### config.mk
export PLATFORM = sky130hd
export DESIGN_NAME = tvce_cordic
export DESIGN_NICKNAME = d
export VERILOG_FILES = /design/src/hdl/tvce_pkg.sv /design/src/hdl/tvce_cordic.sv
export SDC_FILE = /design/constraint.sdc
export NUM_CORES = 1
export LEC_CHECK = 0
export BUFFER_PORTS_ARGS = -buffer_cell sky130_fd_sc_hd__buf_2
export CAP_MARGIN = 20
export CORE_UTILIZATION = 61
export DETAILED_ROUTE_END_ITERATION = 10
export PLACE_DENSITY = 0.8
export SLEW_MARGIN = 10
export SYNTH_ARGS = -nofsm -noshare
export SYNTH_HDL_FRONTEND = slang
export SYNTH_SLANG_ARGS = --single-unit
### constraint.sdc
create_clock -name clk -period 13.7 [get_ports clk]
set_input_delay 2.055 -clock clk [delete_from_list [all_inputs] [get_ports clk]]
set_output_delay 2.055 -clock clk [all_outputs]
set_load 0.01 [all_outputs]
### src/hdl/tvce_pkg.sv
// Shared types, constants and the arctangent table for the turtle vector
// command engine. No dependencies; used by every other file in hdl/.
`timescale 1ns / 1ps

package tvce_pkg;

  // Field widths
  localparam int OP_W      = 3;
  localparam int AMOUNT_W  = 21;
  localparam int SETTING_W = 8;
  localparam int COORD_W   = 16;
  localparam int GLYPH_W   = 8;
  localparam int FG_W      = 4;
  localparam int BG_W      = 3;

  localparam int S_DATA_W  = 32;  // amount + setting, padded to bytes
  localparam int M_DATA_W  = 80;  // four coords + glyph + colours, padded

  // Internal widths
  localparam int HEAD_W    = 17;  // Q.8 degrees, [0, 92160)
  localparam int REM_W     = 15;  // remainder inside one quadrant
  localparam int ACC_W     = 22;  // heading + amount before wrap
  localparam int PEN_W     = 32;  // Q16.16
  localparam int SPAN_W    = 20;  // length - 1
  localparam int TRIG_W    = 32;  // Q2.30
  localparam int XY_W      = TRIG_W + 2;
  localparam int Z_W       = 26;  // Q.16 degrees residual
  localparam int PROD_W    = SPAN_W + 1 + TRIG_W;
  localparam int DELTA_W   = PROD_W - 14;
  localparam int SUM_W     = DELTA_W + 1;
  localparam int ATAN_IDX_W = 5;
  localparam int ATAN_COUNT = 24;
  localparam int RED_W     = 2;   // wrap reduction steps: 8x, 4x, 2x, 1x turn

  localparam int CORDIC_STEPS_DEF = 16;

  localparam logic [HEAD_W-1:0] QUARTER_TURN = HEAD_W'(23040);
  localparam logic [HEAD_W-1:0] HALF_TURN    = HEAD_W'(46080);
  localparam logic [HEAD_W-1:0] THREE_QUARTER_TURN = HEAD_W'(69120);
  localparam int FULL_TURN = 92160;

  localparam logic signed [XY_W-1:0]   CORDIC_GAIN = XY_W'(652032874);
  localparam logic signed [TRIG_W-1:0] ONE_Q30     = TRIG_W'(1073741824);

  localparam logic [GLYPH_W-1:0] PATTERN_RST = 8'h2B;  // '+'
  localparam logic [FG_W-1:0]    FG_RST      = 4'd7;
  localparam logic [BG_W-1:0]    BG_RST      = 3'd0;

  typedef enum logic [OP_W-1:0] {
    OP_ROTATE  = 3'd0,
    OP_MOVE    = 3'd1,
    OP_DRAW    = 3'd2,
    OP_FORE    = 3'd3,
    OP_BACK    = 3'd4,
    OP_PATTERN = 3'd5
  } op_t;

  typedef enum logic [3:0] {
    ST_IDLE,
    ST_ROT_FIX,
    ST_ROT_RED,
    ST_ROT_WR,
    ST_TRIG,
    ST_CORDIC,
    ST_QUAD,
    ST_MUL_C,
    ST_RND_C,
    ST_END_X,
    ST_END_Y,
    ST_ADV_X,
    ST_ADV_Y,
    ST_OUT
  } state_t;

  // Source of the value to be rounded into the delta register
  typedef enum logic [1:0] {
    DLT_PROD,
    DLT_COS,
    DLT_SIN
  } dlt_sel_t;

  // Which coordinate the saturating adder writes
  typedef enum logic [2:0] {
    WR_NONE,
    WR_END_X,
    WR_END_Y,
    WR_PEN_X,
    WR_PEN_Y
  } wr_sel_t;

  typedef struct packed {
    logic     in_ready;
    logic     acc_fix;
    logic     acc_red;
    logic     head_wr;
    logic     trig_load;
    logic     cordic_step;
    logic     quad_load;
    logic     mul_en;
    logic     mul_sin;
    logic     dlt_en;
    dlt_sel_t dlt_sel;
    wr_sel_t  wr_sel;
    logic     out_load;
  } tvce_ctrl_t;

  typedef struct packed {
    logic            in_valid;
    logic [OP_W-1:0] in_op;
    logic            len_pos;
    logic            exact;
    logic            cordic_last;
    logic            red_last;
    logic            out_free;
  } tvce_sts_t;

  // atan(2^-i) in Q.16 degrees, rounded to nearest
  function automatic logic signed [Z_W-1:0] atan_q16(input logic [ATAN_IDX_W-1:0] idx);
    logic signed [Z_W-1:0] r;
    case (idx)
      5'd0:  r = Z_W'(2949120);
      5'd1:  r = Z_W'(1740967);
      5'd2:  r = Z_W'(919879);
      5'd3:  r = Z_W'(466945);
      5'd4:  r = Z_W'(234379);
      5'd5:  r = Z_W'(117304);
      5'd6:  r = Z_W'(58666);
      5'd7:  r = Z_W'(29335);
      5'd8:  r = Z_W'(14668);
      5'd9:  r = Z_W'(7334);
      5'd10: r = Z_W'(3667);
      5'd11: r = Z_W'(1833);
      5'd12: r = Z_W'(917);
      5'd13: r = Z_W'(458);
      5'd14: r = Z_W'(229);
      5'd15: r = Z_W'(115);
      5'd16: r = Z_W'(57);
      5'd17: r = Z_W'(29);
      5'd18: r = Z_W'(14);
      5'd19: r = Z_W'(7);
      5'd20: r = Z_W'(4);
      5'd21: r = Z_W'(2);
      5'd22: r = Z_W'(1);
      default: r = '0;
    endcase
    return r;
  endfunction

endpackage

### src/hdl/tvce_cordic.sv
// Iterative CORDIC rotation unit: one micro-rotation per cycle while step is high.
// Depends on tvce_pkg.
`timescale 1ns / 1ps

module tvce_cordic #(
  parameter int CORDIC_STEPS = tvce_pkg::CORDIC_STEPS_DEF
) (
  input  logic                                 clk,
  input  logic                                 load,
  input  logic                                 step,
  input  logic [tvce_pkg::REM_W-1:0]           rem,
  output logic signed [tvce_pkg::TRIG_W-1:0]   cos_val,
  output logic signed [tvce_pkg::TRIG_W-1:0]   sin_val,
  output logic                                 last
);

  localparam int STEP_W = (CORDIC_STEPS > 1) ? $clog2(CORDIC_STEPS) : 1;

  logic signed [tvce_pkg::XY_W-1:0] x, y;
  logic signed [tvce_pkg::Z_W-1:0]  z;
  logic [STEP_W-1:0]                cnt;

  logic signed [tvce_pkg::XY_W-1:0] xs, ys;
  logic signed [tvce_pkg::Z_W-1:0]  at;

  assign xs   = y >>> cnt;
  assign ys   = x >>> cnt;
  assign at   = tvce_pkg::atan_q16(tvce_pkg::ATAN_IDX_W'(cnt));
  assign last = (cnt == STEP_W'(CORDIC_STEPS - 1));

  always_ff @(posedge clk) begin
    if (load) begin
      x   <= tvce_pkg::CORDIC_GAIN;
      y   <= '0;
      z   <= tvce_pkg::Z_W'({1'b0, rem, 8'h00});
      cnt <= '0;
    end else if (step) begin
      if (!z[tvce_pkg::Z_W-1]) begin
        x <= x - xs;
        y <= y + ys;
        z <= z - at;
      end else begin
        x <= x + xs;
        y <= y - ys;
        z <= z + at;
      end
      cnt <= cnt + STEP_W'(1);
    end
  end

  // magnitude stays near 1.0, so Q2.30 in 32 bits holds it
  assign cos_val = x[tvce_pkg::TRIG_W-1:0];
  assign sin_val = y[tvce_pkg::TRIG_W-1:0];

endmodule

After elaboration in Yosys (flattened, before gate mapping)
Memories as Yosys holds them, arrays and structs flattened. A register that Yosys moved wholly into a read port is not among the register bits.
Cells that the tools add are included.
{ "op_classes": {"addsub": 7, "n_eq_ne": 1, "shift": 2, "n_mux": 7, "n_reduce_logical": 1} }
{ "op_table": {"columns": ["operator", "n"], "rows": [
  ["34-bit adder", 2],
  ["34-bit two-way mux", 2],
  ["34-bit by 4-bit >>> shifter with 34-bit output", 2],
  ["34-bit subtractor", 2],
  ["23-bit two-way mux", 2],
  ["26-bit adder", 1],
  ["26-bit two-way mux", 1],
  ["26-bit subtractor", 1],
  ["4-bit two-way mux", 2],
  ["4-bit by 1-bit adder with 4-bit output (second input constant)", 1],
  ["4-bit equality test (second input constant)", 1],
  ["2-bit nonzero test", 1]
]} }
{ "word_totals": {"regBits": 98, "romBits": 352, "wordCells": 24, "mem_count": 1} }
{ "mem_list": {"columns": ["name", "depth", "word_bits", "read_ports", "rd_clocked_by_memory_dff", "write_ports", "line_no", "text"], "rows": [
  ["(no name shown)", 16, 22, 1, 1, 0, "tvce_pkg.sv:120", "case (idx)"]
]} }

Depth between registers and ports, before layout
{ "logic_depth": {"ltp_word": 4, "mapped_depth": 25, "ltp_nobuf": 22} }

Worst setup path after synthesis
Ideal clock, no wire load.
{ "synth_path": {"kind": "register to register", "startpoint": "register cnt[3]", "endpoint": "register y[33] in the netlist's numbering", "setup_time_ns": 0.082, "arrival_time_ns": 5.728, "required_ns": 13.618, "slack_ns": 7.890, "path_stages_with_launch": 25, "n_path_buf": 6, "cell_sequence": "dfxtp_1 -> clkbuf_1 -> clkbuf_1 -> buf_1 -> clkbuf_1 -> buf_1 -> clkbuf_1 -> nand2_1 -> o21ai_0 -> ha_1 -> nor2b_1 -> a21boi_1 -> and3_1 -> nor2_1 -> xor2_1 -> ha_1 -> a2111oi_0 -> o21ai_0 -> a211o_1 -> and3_1 -> a21oi_1 -> o21ai_0 -> a221oi_1 -> mux4_2 -> o2111ai_1"} }
{ "synth_via": {"elab_chain_cells": 3, "word_cells_on_any_way": 4, "cone_classes": "add/sub: 2; shift: 1; mux: 1"} }
{ "synth_lines": {"columns": ["item", "line_no", "text"], "rows": [
  ["start: declaration", "tvce_cordic.sv:21", "logic [STEP_W-1:0] cnt;"],
  ["start signal: assignment", "tvce_cordic.sv:47", "cnt <= cnt + STEP_W'(1);"],
  ["34-bit by 4-bit >>> shifter with 34-bit output (*)", "tvce_cordic.sv:27", "assign ys = x >>> cnt;"],
  ["34-bit adder or 34-bit subtractor (tied branches)", "tvce_cordic.sv:40, tvce_cordic.sv:44", null],
  ["34-bit two-way mux (*)", "tvce_cordic.sv:38", "if (!z[tvce_pkg::Z_W-1]) begin"],
  ["end signal: assignment", "tvce_cordic.sv:40", "y <= y + ys;"],
  ["end signal: assignment", "tvce_cordic.sv:44", "y <= y - ys;"],
  ["end: declaration", "tvce_cordic.sv:19", "logic signed [tvce_pkg::XY_W-1:0] x, y;"]
]} }
Every way passes the cells marked *; elsewhere a longest branch is shown, timed or not.
A chain may end at the register's enable or synchronous reset.

Worst setup path in the final report
{ "layout_path": {"startpoint": "register cnt[1]", "endpoint": "register y[33] in the netlist's numbering"} }
The elaborated chain is that of the path after synthesis.

==> impl_metrics.tcl <==
set metrics [dict create \
    num_io_pins 83 \
    fmax_mhz 140 \
    min_path_cells 2 \
    cts_buffer_depth 2 \
    finalWorstSetupSlack_ns 6.55 \
    drc 0 \
    path_class "flop to flop" \
    firstDrtPassIters 5 \
    slew_violations 0 \
    synthFlopType "dfxtp_1" \
    core_area_sq_um 23800 \
    seq_power_share_pct 16.1 \
    maxCapViolCount 0 \
    gr-total-overflow 0 \
    drtAntennaViolNets 0 \
    required_ns 14.04 \
    wl_per_cell_um 20.9 \
    hold_viol_final 0 \
    die_y_um 158 \
    rsz0062_at_grt "false" \
    critical-path-top-delay-family "compound AO/OA/AOI/OAI gates" \
    root_buffer "clkbuf_16" \
    worstSkewPairLatency_ns 0.44 \
    antenna_found_initial 0 \
    ir_worst_vdd_mv 0.138 \
    final_util_pct 65.7 \
    path_buf_inv 1 \
    grt_start_max_net_pins 84 \
    slew_headroom_pct 32.0 \
    cts_tree "done" \
    final_nets 1918 \
    ctsResizeCount 0 \
    synth_edf_count 15 \
    crit_start "cnt[1]" \
    place_area_sq_um 15000 \
    switching_share_pct 50.3 \
    syn_inst 1837 \
    fin_crit_ns 7.15 \
    p_comb_share_pct 71.8 \
    post-place-ws_ns 6.72 \
    yosys_warnings 0 \
    synth_area_per_cell_sq_um 8.13 \
    fillerInstances 1981 \
    grt_pass1_vias 13200 \
    postCtsSetupBuffers 0 \
    yosysMostFrequentCell "nand2_1" \
    ys_async_sr_fraction_pct 0 \
    clk_pin_slew_ns 0.07 \
    synth.distinct_cells 93 \
    grt_pass1_wl_um 69100 \
    worst-r2r-setup-slack_ns 6.55 \
    totalWireLength_um 44500 \
    vias 14400 \
    multiInputGateArea_sq_um 11300 \
    drive_above_1_share_pct 13.9 \
    portBuffers 82 \
    die_area_sq_um 25100 \
    yosysSeqAreaShare_pct 17.1 \
    hold_path_end "z[23]" \
    synth_common_cells "173 x nand2_1, 151 x a21oi_1, 150 x nor2_1, 129 x o21ai_0, 105 x dfxtp_1" \
    syn_area_sq_um 14900 \
    place.gp.congestion 0.989 \
    power_frac_clock_pct 12.1 \
    p_leak_uw 0.00649 \
    r2r_start "cnt[1]" \
    power_switching_uw 2140 \
    final_cell_area_sq_um 15600 \
    drt-initial-drc-count 1473 \
    critPathSlowestCell "buf_4" \
    worstHoldStart "z[23]" \
    dp_hpwl_um 32100 \
    syn2layout_area_growth_pct 4.55 \
    tightestPinTransition_ns 1.02 \
    worst_path_most_repeated_cell "o21ai_0" \
    synthTopCellsByArea "dfxtp_1 14%, ha_1 8.5%, mux4_2 8.3%, mux2i_1 5.2%, a21oi_1 5.1%" \
    seq_area_sq_um 2560 \
    p_int_uw 2120 \
    startpoint_type "flop" \
    power.density_nw_per_um2 273 \
    post-route-period-util_pct 52.2 \
    p_total_uw 4260 \
    r2r_cells 22 \
    synth_fp_nets 1960 \
    cts_buffers 17 \
    hp-class "flop to flop" \
    crit_path_cell_trace "buf_4, mux4_2, nand2_1, a21boi_0, nand2_1, o21ai_0, ha_1, nor2b_1, a21boi_1, and3_1, nor2_1, xor2_1, ha_1, a2111oi_0, o21ai_0, a211o_1, and3_1, a21oi_1, o21ai_0, a221oi_1, mux4_2, o2111ai_1" \
    critPathMaxFanout 68 \
    status "completed" \
    crit_arrival_ns 7.49 \
    cp-end-kind "flop" \
    yosys.area.top_type "dfxtp_1" \
    synth-seq-cells 120 \
    grt_usage_pct 35.4 \
    via_per_inst 6.78 \
    diodes 0 \
    cts.sinks 120 \
    htree_levels 4 \
    cts_hold_buffers 0 \
    setup_violations 0 \
    num_rows 56 \
    critPathMaxStageDelay_ns 0.80 \
    yosysTopAreaCellShare_pct 14.1 \
    fin_skew_ns 0.0205 \
    die_w_um 158 \
    fin_tns_setup_ns 0 \
    start_util_pct 62.9 \
    timing.rr.end "y[33]" \
]
[power groups by stage]
stage | clock network, uW | registers [uW] | logic [uW]
5_1_grt | 534 | 696 | 3370
2_1_floorplan | 0 | 579 | 2480
3_3_place_gp | 0 | 679 | 2920
4_1_cts | 516 | 677 | 3010
6_report | 517 | 687 | 3060
3_5_place_dp | 0 | 685 | 2980
[layout by cell type, fill, tap and decap left out, drive strengths merged, types with 62 or more instances in the layout]
cell,n
mux2i,78
a21oi,152
mux4,62
o21ai,132
nand2,173
ha,102
xnor2,75
buf,99
xor2,71
nor2,150
dfxtp,105
[per-layer routing]
layer / global-route usage, % / vias up / wire [um]
met4: 19.9 / 0 / 2430
met3: 5.50 / 170 / 3250
li1: - / 6707 / -
met2: 59.0 / 722 / 20900
met1: 43.4 / 6828 / 18000
met5: 0 / - / 0
[worst max path at each step]
stage          depth (start not counted)  slack [ns]     to
6_report                              22        6.55  y[33]
5_1_grt                               22        6.13  y[33]
4_1_cts                               22        6.62  y[33]
3_5_place_dp                          22        6.72  y[33]
3_3_place_gp                          22        6.91  y[33]
2_1_floorplan                         24        7.89  y[33]
[cells by family after synthesis]
group	count (synthesis)	synth area share [%]
DFF	120	17.1
AOI/OAI and AO/OA	552	23.7
xor gates and xnor gates	146	8.56
buffers and inverters	203	7.16
muxes	177	17.5
adders and majority gates	105	8.95
and+or+nand+nor	534	17.0
[state kept, by name (all words and copies together) (netlist names)]
signal,cells
x,34
y,34
z,26
at,22
cnt,4
[stage by stage]
step                std cells  hold slack [ns]
global placement         2095            0.460
global route             2127            0.519
detailed placement       2095            0.490
floorplan                1837            0.432
finish                   2127            0.500
CTS                      2127            0.496
[area by class of cell]
cell class,instances,share of cell area [%]
Tap cell,319,2.56
Clock inverter,15,1.36
Clock buffer,17,2.73
Timing Repair Buffer,99,3.45
Inverter,43,1.03
Multi-Input combinational cell,1514,72.5
Sequential cell,120,16.4
[worst reg2reg max path, delay by kind of cell, from the launching register on]
family	cells	cell delay (ns)
fa+ha+maj	2	0.61
compound gates	10	2.78
xor+xnor	1	0.18
simple gates	6	0.88
buf+inv	1	0.81
mux	2	1.22
flops	1	0.62
Power figures use the tool's default switching activity.
