==> config.mk <==
export PLATFORM = sky130hd
export DESIGN_NAME = tvce_seq
export DESIGN_NICKNAME = d
export VERILOG_FILES = /design/src/hdl/tvce_pkg.sv /design/src/hdl/tvce_seq.sv
export SDC_FILE = /design/constraint.sdc
export NUM_CORES = 1
export LEC_CHECK = 0
export BUFFER_PORTS_ARGS = -buffer_cell sky130_fd_sc_hd__buf_2
export CORE_AREA = 8 8 45 47
export CTS_BUF_LIST = sky130_fd_sc_hd__clkbuf_4 sky130_fd_sc_hd__clkbuf_8
export DETAILED_ROUTE_END_ITERATION = 6
export DIE_AREA = 0 0 53 55
export PLACE_DENSITY_LB_ADDON = 0.25
export SLEW_MARGIN = 0
export SYNTH_ARGS = -nofsm -noshare
export SYNTH_HDL_FRONTEND = slang
export SYNTH_SLANG_ARGS = --single-unit
==> constraint.sdc <==
create_clock -name clk -period 1.75 [get_ports clk]
set_input_delay 0.175 -clock clk [delete_from_list [all_inputs] [get_ports clk]]
set_output_delay 0.175 -clock clk [all_outputs]
set_load 0.01 [all_outputs]
==> src/hdl/tvce_pkg.sv <==
// Shared types, constants and the arctangent table for the turtle vector
// command engine. No dependencies; used by every other file in hdl/.
`timescale 1ns / 1ps

package tvce_pkg;

  // Field widths
  localparam int OP_W      = 3;
  localparam int AMOUNT_W  = 21;
  localparam int SETTING_W = 8;
  localparam int COORD_W   = 16;
  localparam int GLYPH_W   = 8;
  localparam int FG_W      = 4;
  localparam int BG_W      = 3;

  localparam int S_DATA_W  = 32;  // amount + setting, padded to bytes
  localparam int M_DATA_W  = 80;  // four coords + glyph + colours, padded

  // Internal widths
  localparam int HEAD_W    = 17;  // Q.8 degrees, [0, 92160)
  localparam int REM_W     = 15;  // remainder inside one quadrant
  localparam int ACC_W     = 22;  // heading + amount before wrap
  localparam int PEN_W     = 32;  // Q16.16
  localparam int SPAN_W    = 20;  // length - 1
  localparam int TRIG_W    = 32;  // Q2.30
  localparam int XY_W      = TRIG_W + 2;
  localparam int Z_W       = 26;  // Q.16 degrees residual
  localparam int PROD_W    = SPAN_W + 1 + TRIG_W;
  localparam int DELTA_W   = PROD_W - 14;
  localparam int SUM_W     = DELTA_W + 1;
  localparam int ATAN_IDX_W = 5;
  localparam int ATAN_COUNT = 24;
  localparam int RED_W     = 2;   // wrap reduction steps: 8x, 4x, 2x, 1x turn

  localparam int CORDIC_STEPS_DEF = 16;

  localparam logic [HEAD_W-1:0] QUARTER_TURN = HEAD_W'(23040);
  localparam logic [HEAD_W-1:0] HALF_TURN    = HEAD_W'(46080);
  localparam logic [HEAD_W-1:0] THREE_QUARTER_TURN = HEAD_W'(69120);
  localparam int FULL_TURN = 92160;

  localparam logic signed [XY_W-1:0]   CORDIC_GAIN = XY_W'(652032874);
  localparam logic signed [TRIG_W-1:0] ONE_Q30     = TRIG_W'(1073741824);

  localparam logic [GLYPH_W-1:0] PATTERN_RST = 8'h2B;  // '+'
  localparam logic [FG_W-1:0]    FG_RST      = 4'd7;
  localparam logic [BG_W-1:0]    BG_RST      = 3'd0;

  typedef enum logic [OP_W-1:0] {
    OP_ROTATE  = 3'd0,
    OP_MOVE    = 3'd1,
    OP_DRAW    = 3'd2,
    OP_FORE    = 3'd3,
    OP_BACK    = 3'd4,
    OP_PATTERN = 3'd5
  } op_t;

  typedef enum logic [3:0] {
    ST_IDLE,
    ST_ROT_FIX,
    ST_ROT_RED,
    ST_ROT_WR,
    ST_TRIG,
    ST_CORDIC,
    ST_QUAD,
    ST_MUL_C,
    ST_RND_C,
    ST_END_X,
    ST_END_Y,
    ST_ADV_X,
    ST_ADV_Y,
    ST_OUT
  } state_t;

  // Source of the value to be rounded into the delta register
  typedef enum logic [1:0] {
    DLT_PROD,
    DLT_COS,
    DLT_SIN
  } dlt_sel_t;

  // Which coordinate the saturating adder writes
  typedef enum logic [2:0] {
    WR_NONE,
    WR_END_X,
    WR_END_Y,
    WR_PEN_X,
    WR_PEN_Y
  } wr_sel_t;

  typedef struct packed {
    logic     in_ready;
    logic     acc_fix;
    logic     acc_red;
    logic     head_wr;
    logic     trig_load;
    logic     cordic_step;
    logic     quad_load;
    logic     mul_en;
    logic     mul_sin;
    logic     dlt_en;
    dlt_sel_t dlt_sel;
    wr_sel_t  wr_sel;
    logic     out_load;
  } tvce_ctrl_t;

  typedef struct packed {
    logic            in_valid;
    logic [OP_W-1:0] in_op;
    logic            len_pos;
    logic            exact;
    logic            cordic_last;
    logic            red_last;
    logic            out_free;
  } tvce_sts_t;

  // atan(2^-i) in Q.16 degrees, rounded to nearest
  function automatic logic signed [Z_W-1:0] atan_q16(input logic [ATAN_IDX_W-1:0] idx);
    logic signed [Z_W-1:0] r;
    case (idx)
      5'd0:  r = Z_W'(2949120);
      5'd1:  r = Z_W'(1740967);
      5'd2:  r = Z_W'(919879);
      5'd3:  r = Z_W'(466945);
      5'd4:  r = Z_W'(234379);
      5'd5:  r = Z_W'(117304);
      5'd6:  r = Z_W'(58666);
      5'd7:  r = Z_W'(29335);
      5'd8:  r = Z_W'(14668);
      5'd9:  r = Z_W'(7334);
      5'd10: r = Z_W'(3667);
      5'd11: r = Z_W'(1833);
      5'd12: r = Z_W'(917);
      5'd13: r = Z_W'(458);
      5'd14: r = Z_W'(229);
      5'd15: r = Z_W'(115);
      5'd16: r = Z_W'(57);
      5'd17: r = Z_W'(29);
      5'd18: r = Z_W'(14);
      5'd19: r = Z_W'(7);
      5'd20: r = Z_W'(4);
      5'd21: r = Z_W'(2);
      5'd22: r = Z_W'(1);
      default: r = '0;
    endcase
    return r;
  endfunction

endpackage

==> src/hdl/tvce_seq.sv <==
// Command sequencer: walks one command through wrap, CORDIC, multiply and
// saturating-add steps. Depends on tvce_pkg.
`timescale 1ns / 1ps

module tvce_seq (
  input  logic                 clk,
  input  logic                 rst,
  input  tvce_pkg::tvce_sts_t  sts,
  output tvce_pkg::tvce_ctrl_t ctrl
);

  tvce_pkg::state_t state, state_next;

  always_ff @(posedge clk) begin
    if (rst) begin
      state <= tvce_pkg::ST_IDLE;
    end else begin
      state <= state_next;
    end
  end

  always_comb begin
    state_next = state;
    unique case (state)
      tvce_pkg::ST_IDLE: begin
        if (sts.in_valid) begin
          unique case (sts.in_op) inside
            tvce_pkg::OP_ROTATE: state_next = tvce_pkg::ST_ROT_FIX;
            tvce_pkg::OP_MOVE, tvce_pkg::OP_DRAW: begin
              if (sts.len_pos) state_next = tvce_pkg::ST_TRIG;
            end
            default: state_next = tvce_pkg::ST_IDLE;
          endcase
        end
      end
      tvce_pkg::ST_ROT_FIX: state_next = tvce_pkg::ST_ROT_RED;
      tvce_pkg::ST_ROT_RED: begin
        if (sts.red_last) state_next = tvce_pkg::ST_ROT_WR;
      end
      tvce_pkg::ST_ROT_WR: state_next = tvce_pkg::ST_IDLE;
      tvce_pkg::ST_TRIG: begin
        state_next = sts.exact ? tvce_pkg::ST_QUAD : tvce_pkg::ST_CORDIC;
      end
      tvce_pkg::ST_CORDIC: begin
        if (sts.cordic_last) state_next = tvce_pkg::ST_QUAD;
      end
      tvce_pkg::ST_QUAD:  state_next = tvce_pkg::ST_MUL_C;
      tvce_pkg::ST_MUL_C: state_next = tvce_pkg::ST_RND_C;
      tvce_pkg::ST_RND_C: state_next = tvce_pkg::ST_END_X;
      tvce_pkg::ST_END_X: state_next = tvce_pkg::ST_END_Y;
      tvce_pkg::ST_END_Y: state_next = tvce_pkg::ST_ADV_X;
      tvce_pkg::ST_ADV_X: state_next = tvce_pkg::ST_ADV_Y;
      tvce_pkg::ST_ADV_Y: state_next = tvce_pkg::ST_OUT;
      tvce_pkg::ST_OUT: begin
        if (sts.out_free) state_next = tvce_pkg::ST_IDLE;
      end
      default: state_next = tvce_pkg::ST_IDLE;
    endcase
  end

  always_comb begin
    ctrl = '0;
    ctrl.dlt_sel = tvce_pkg::DLT_PROD;
    ctrl.wr_sel  = tvce_pkg::WR_NONE;
    unique case (state)
      tvce_pkg::ST_IDLE:    ctrl.in_ready = 1'b1;
      tvce_pkg::ST_ROT_FIX: ctrl.acc_fix = 1'b1;
      tvce_pkg::ST_ROT_RED: ctrl.acc_red = 1'b1;
      tvce_pkg::ST_ROT_WR:  ctrl.head_wr = 1'b1;
      tvce_pkg::ST_TRIG:    ctrl.trig_load = 1'b1;
      tvce_pkg::ST_CORDIC:  ctrl.cordic_step = 1'b1;
      tvce_pkg::ST_QUAD:    ctrl.quad_load = 1'b1;
      tvce_pkg::ST_MUL_C:   ctrl.mul_en = 1'b1;
      tvce_pkg::ST_RND_C: begin
        ctrl.mul_en  = 1'b1;
        ctrl.mul_sin = 1'b1;
        ctrl.dlt_en  = 1'b1;
      end
      tvce_pkg::ST_END_X: begin
        ctrl.wr_sel = tvce_pkg::WR_END_X;
        ctrl.dlt_en = 1'b1;
      end
      tvce_pkg::ST_END_Y: begin
        ctrl.wr_sel  = tvce_pkg::WR_END_Y;
        ctrl.dlt_en  = 1'b1;
        ctrl.dlt_sel = tvce_pkg::DLT_COS;
      end
      tvce_pkg::ST_ADV_X: begin
        ctrl.wr_sel  = tvce_pkg::WR_PEN_X;
        ctrl.dlt_en  = 1'b1;
        ctrl.dlt_sel = tvce_pkg::DLT_SIN;
      end
      tvce_pkg::ST_ADV_Y: ctrl.wr_sel = tvce_pkg::WR_PEN_Y;
      tvce_pkg::ST_OUT:   ctrl.out_load = sts.out_free;
      default: ctrl.in_ready = 1'b0;
    endcase
  end

endmodule

# ---- After elaboration in Yosys (flattened, before gate mapping)
# Index checks and enable logic that the tools add are counted.
dict set report op_classes {
  addsub 0
  mul 0
  div_mod_pow 0
  n_lt_le_gt_ge 0
  n_eq_ne 20
  shift 0
  n_mux 21
  bitwise_logic 0
  n_reduce_logical 6
}
# op count
set ops {}
lappend ops {{one-hot mux 4 bit (13 select lines)} 1}
lappend ops {{== test 4 bit, second input constant} 6}
lappend ops {{two-way mux 4 bit} 5}
lappend ops {{== test 4 x 3 -> 1 bit, second input constant} 4}
lappend ops {{one-hot mux 3 bit (4 select lines)} 1}
lappend ops {{two-way mux 1 bit} 11}
lappend ops {{== test 4 x 2 -> 1 bit, second input constant} 2}
lappend ops {{!= test 2 bit, second input constant} 4}
lappend ops {{one-hot mux 4 bit (2 select lines)} 1}
lappend ops {{AND reduction 5 bit} 1}
lappend ops {{== test 4 x 1 -> 1 bit, second input constant} 1}
lappend ops {{logical NOT 4 bit} 1}
lappend ops {{one-hot mux 2 bit (2 select lines)} 1}
lappend ops {{OR reduction 2 bit} 2}
lappend ops {{OR reduction 4 bit} 1}
lappend ops {{== test 3 x 1 -> 1 bit, second input constant} 1}
lappend ops {{== test 3 x 2 -> 1 bit, second input constant} 1}
lappend ops {{logical NOT 3 bit} 1}
lappend ops {{!= test 3 bit, second input constant} 1}
lappend ops {{two-way mux 2 bit} 1}
dict set report totals {
  register_bits 4
  latchBits 0
  ramBits 0
  rom_bits 0
  inputBits 11
  output_inout_bits 16
  memories 0
}

# ---- Depth between registers and ports, before layout
dict set report logic_depth {
  depth_word 5
  mapped_depth 5
  mapped_depth_nobuf 4
}

# ---- Worst setup path before layout
# No wires, ideal clock.
dict set report synth_timing {
  path_kind {register to register}
  startpoint {register state[0]}
  endpoint {register state[2]}
  t_arrival_ps 1685
  t_required_ps 1621
  path_slack_ps -64
  stages_incl_launch_ff 6
  path_buffers 1
  synth_period_minus_slack_ps 1814
  cell_sequence {dfxtp_1 buf_6 or4_4 or4_4 a31oi_1 a311oi_1}
}
dict set report synth_between {
  elab_chain_len 3
  elab_cells_between_ends 20
  cone_classes {17 x eq/ne; 1 x mux; 2 x reduce/logical}
}
# item line_no
set synth_lines {}
lappend synth_lines {{from (decl)} tvce_seq.sv:12} ;# tvce_pkg::state_t state, state_next;
lappend synth_lines {{from (signal assigned)} tvce_seq.sv:16} ;# state <= tvce_pkg::ST_IDLE;
lappend synth_lines {{from (signal assigned)} tvce_seq.sv:18} ;# state <= state_next;
lappend synth_lines {{== test 4 x 3 -> 1 bit (tied with other cells)} tvce_seq.sv:24} ;# unique case (state)
lappend synth_lines {{!= test 2 bit (no line) or != test 3 bit (tied branches)} n/a}
lappend synth_lines {{AND reduction 5 bit (no line)} n/a}
# Parallel ways exist; a longest one is shown, timed or not.
# A chain may end at the register's enable or synchronous reset.

# ---- Worst setup path after layout
dict set report layout_timing {
  startpoint {register state[1]}
  endpoint {register state[0]}
}
# The elaborated chain is that of the path after synthesis.

==> results by group <==
Finish
  • Area of the multi-input gates: 339 sq um
  • Layout area overhead: 46.2%
  • N_diodes: 0
  • Final core area utilization: 0.472
  • Reg with most FFs: state
  • Share of cells above drive strength 1: 0.479
  • Final instance area: 653 sq um
  • Filler instances: 154
  • Largest register FFs: 4
  • Biggest regs: state x4
  • # nets final: 107
  • Non-Filler Instances: 110
  • Sequential cell area: 81.3 sq um

Route
  • Vias per cell: 5.19
  • Drt wl/cell: 12.4 microns
  • Via count: 571
  • Remaining routing DRC violations: 0
  • Post-route ant nets: 0
  • 1st-iter DRT viols: 9
  • DRT Pass-1 Iters: 3
  • Post-Route WL: 1370 microns

Floorplanning
  • DIE HEIGHT: 55 microns
  • Die width: 53 microns
  • Std-Cell Rows: 14
  • Initial Utilization: 0.323
  • Core Region: 1380 sq um
  • DIE AREA: 2920 sq um
  • Io pins: 27

GRT
  • First-pass GRT wire length: 2340 microns
  • Vias in the first global route: 561
  • Global route overflow: 0
  • Global-route usage over all layers: 0.103
  • Largest net degree at the start of global routing: 18
  • Initial antenna violation count: 0

STA
  • Final slew viol count: 0
  • Hold Violations, Final: 0
  • Final TNS setup: -77.9 ps
  • PnR worst setup slack: -43.4 ps
  • Clk_skew: 2.41 ps
  • Unrepaired setup endpoints after global routing: true
  • Period minus WS final: 1790 ps
  • Max_slew headroom: 0.748
  • Period utilisation layout: 1.02
  • # setup viols final: 2
  • Fmax: 558 MHz
  • Worst-margin pin slew: 375 ps

Setup path
  • CP Max Fanout: 3
  • Slowest stage delay, CP: 530 ps
  • CP Buf/Inv Count: 0
  • CP max stage cell: or4_4
  • Startpoint types: register
  • CP most frequent cell: or4_4
  • R2r setup slk: -40 ps
  • Worst endpoint required time: 1900 ps
  • CP top delay family: simple AND/OR/NAND/NOR gates
  • CP Capture Type: register
  • Crit Path Class: register to register
  • Critical path data arrival time: 1950 ps
  • CP Cell Sequence: or4_4 -> or4_4 -> and3_4 -> a211oi_2

Placed design
  • RD Place Congestion: 0.803
  • Post-place setup slack: -23.1 ps
  • Placed wire-length estimate: 1080 microns
  • DP Area: 622 sq um
  • PortBufs: 26
  • Placed insts: 107

Power
  • Pwr/cell area: 1430 nW/um^2
  • Leak pwr: 0.322 nW
  • Max rail drop VDD: 0.512 mV

Run status
  • Status: finished, violations left
  • Failing checks: setup timing

Synth
  • Post-synthesis simple-gate area fraction: 0.485
  • Async set-reset flop share out of synthesis: 0
  • Post-synthesis mux area share: 0
  • Synthesized flop and latch total: 4
  • Most frequent cell after synthesis: nor2_1
  • Synth Warn #: 0
  • Synth area leader: dfxtp_1
  • Post-synthesis adder-cell area fraction: 0
  • Syn Inst Count: 64
  • XOR/XNOR Fraction of Synth Area: 0.0196
  • Largest family of logic cells by synthesized area: simple AND/OR/NAND/NOR gates
  • Post-synth EDFFs: 0
  • Top post-synthesis cells by area: dfxtp_1 18%, nor2_1 5.9%, nand2b_1 5.6%
  • Synth cell types: 29
  • Synth Area in Compound Gates: 0.224
  • Sequential area share after synthesis: 0.179
  • Ys flop type: dfxtp_1
  • Synth Cell Area: 447 sq um
  • Syn Nets: 75
  • Synth top area share: 0.179
  • Mean Syn Cell Area: 6.98 sq um

Clock network
  • CTS tree: done
  • # hold bufs at CTS: 0
  • Clk slew on worst S/H paths: 40 ps
  • Clock Latency Late Sink: 230 ps
  • Clock buffer depth: 2
  • Post-CTS setup buffer count: 0
  • CTS H-tree depth: 1
  • Clock Tree Root: clkbuf_4
  • CTS buffer count: 3
  • Sinks on Clock Net: 4

Min path
  • Worst Hold Class: input pin to register

Job
  • Max-cap violations: 0
[layout make-up]
cell class                      instances  share of cell area
Inverter                                4              0.0230
Clock buffer                            3              0.0345
Timing Repair Buffer                   32               0.268
Multi-Input combinational cell         51               0.519
Sequential cell                         4               0.125
Tap cell                               16              0.0307
[cells by family after synthesis]
group | Yosys count
DFF | 4
and+or+nand+nor | 35
xor gates and xnor gates | 1
AOI/OAI and AO/OA | 15
buffers and inverters | 9
[stage by stage]
step / hold slack (ps) / power (mW)
2_1_floorplan: 240 / 0.597
5_1_grt: 179 / 1.02
6_report: 160 / 0.932
4_1_cts: 153 / 0.935
3_3_place_gp: 394 / 0.812
3_5_place_dp: 395 / 0.813
[cell usage in the layout, fill, tap and decap left out, types with 2 or more instances in the layout]
| cell type | count |
|---|---|
| clkbuf_4 | 3 |
| and3_1 | 2 |
| nor2_1 | 7 |
| nand3_1 | 3 |
| buf_4 | 6 |
| o21ai_0 | 4 |
| nor3_1 | 4 |
| nand2b_1 | 4 |
| buf_2 | 26 |
| or4_4 | 2 |
| dfxtp_1 | 3 |
| and2_1 | 3 |
| a21oi_1 | 4 |
| inv_1 | 4 |
[final timing paths]
kind,endpoint,startpoint,depth (start not counted)
worst min register to register,state[3],state[3],3
worst max register to register,state[0],state[1],4
worst max-delay path,state[0],state[1],4
worst min-delay path,state[0],rst,2
[power breakdown]
group / internal (mW) / leakage (nW) / switching [mW] / total, mW
clock: 0.0766 / 0.0138 / 0.0358 / 0.112
combinational: 0.313 / 0.275 / 0.360 / 0.673
sequential: 0.126 / 0.0332 / 0.0200 / 0.146
total: 0.516 / 0.322 / 0.416 / 0.932
[metal layers]
metal  GRT usage  up-vias  wire [microns]
met5           0        -               0
li1            -      295               -
met1       0.118      260             621
met4      0.0388        0              14
met3      0.0214        2              69
met2       0.184       14             660
[worst reg2reg max path, delay by kind of cell, from the launching register on]
| family | cells | cell delay (ps) |
|---|---|---|
| and+or+nand+nor | 3 | 1240 |
| DFF | 1 | 310 |
| AOI/OAI and AO/OA | 1 | 170 |
[repair_timing]
action,CTS,global route
resized for setup,1,2
setup endpoints to repair,2,4
hold endpoints to repair,0,0
Power figures use the tool's default switching activity.
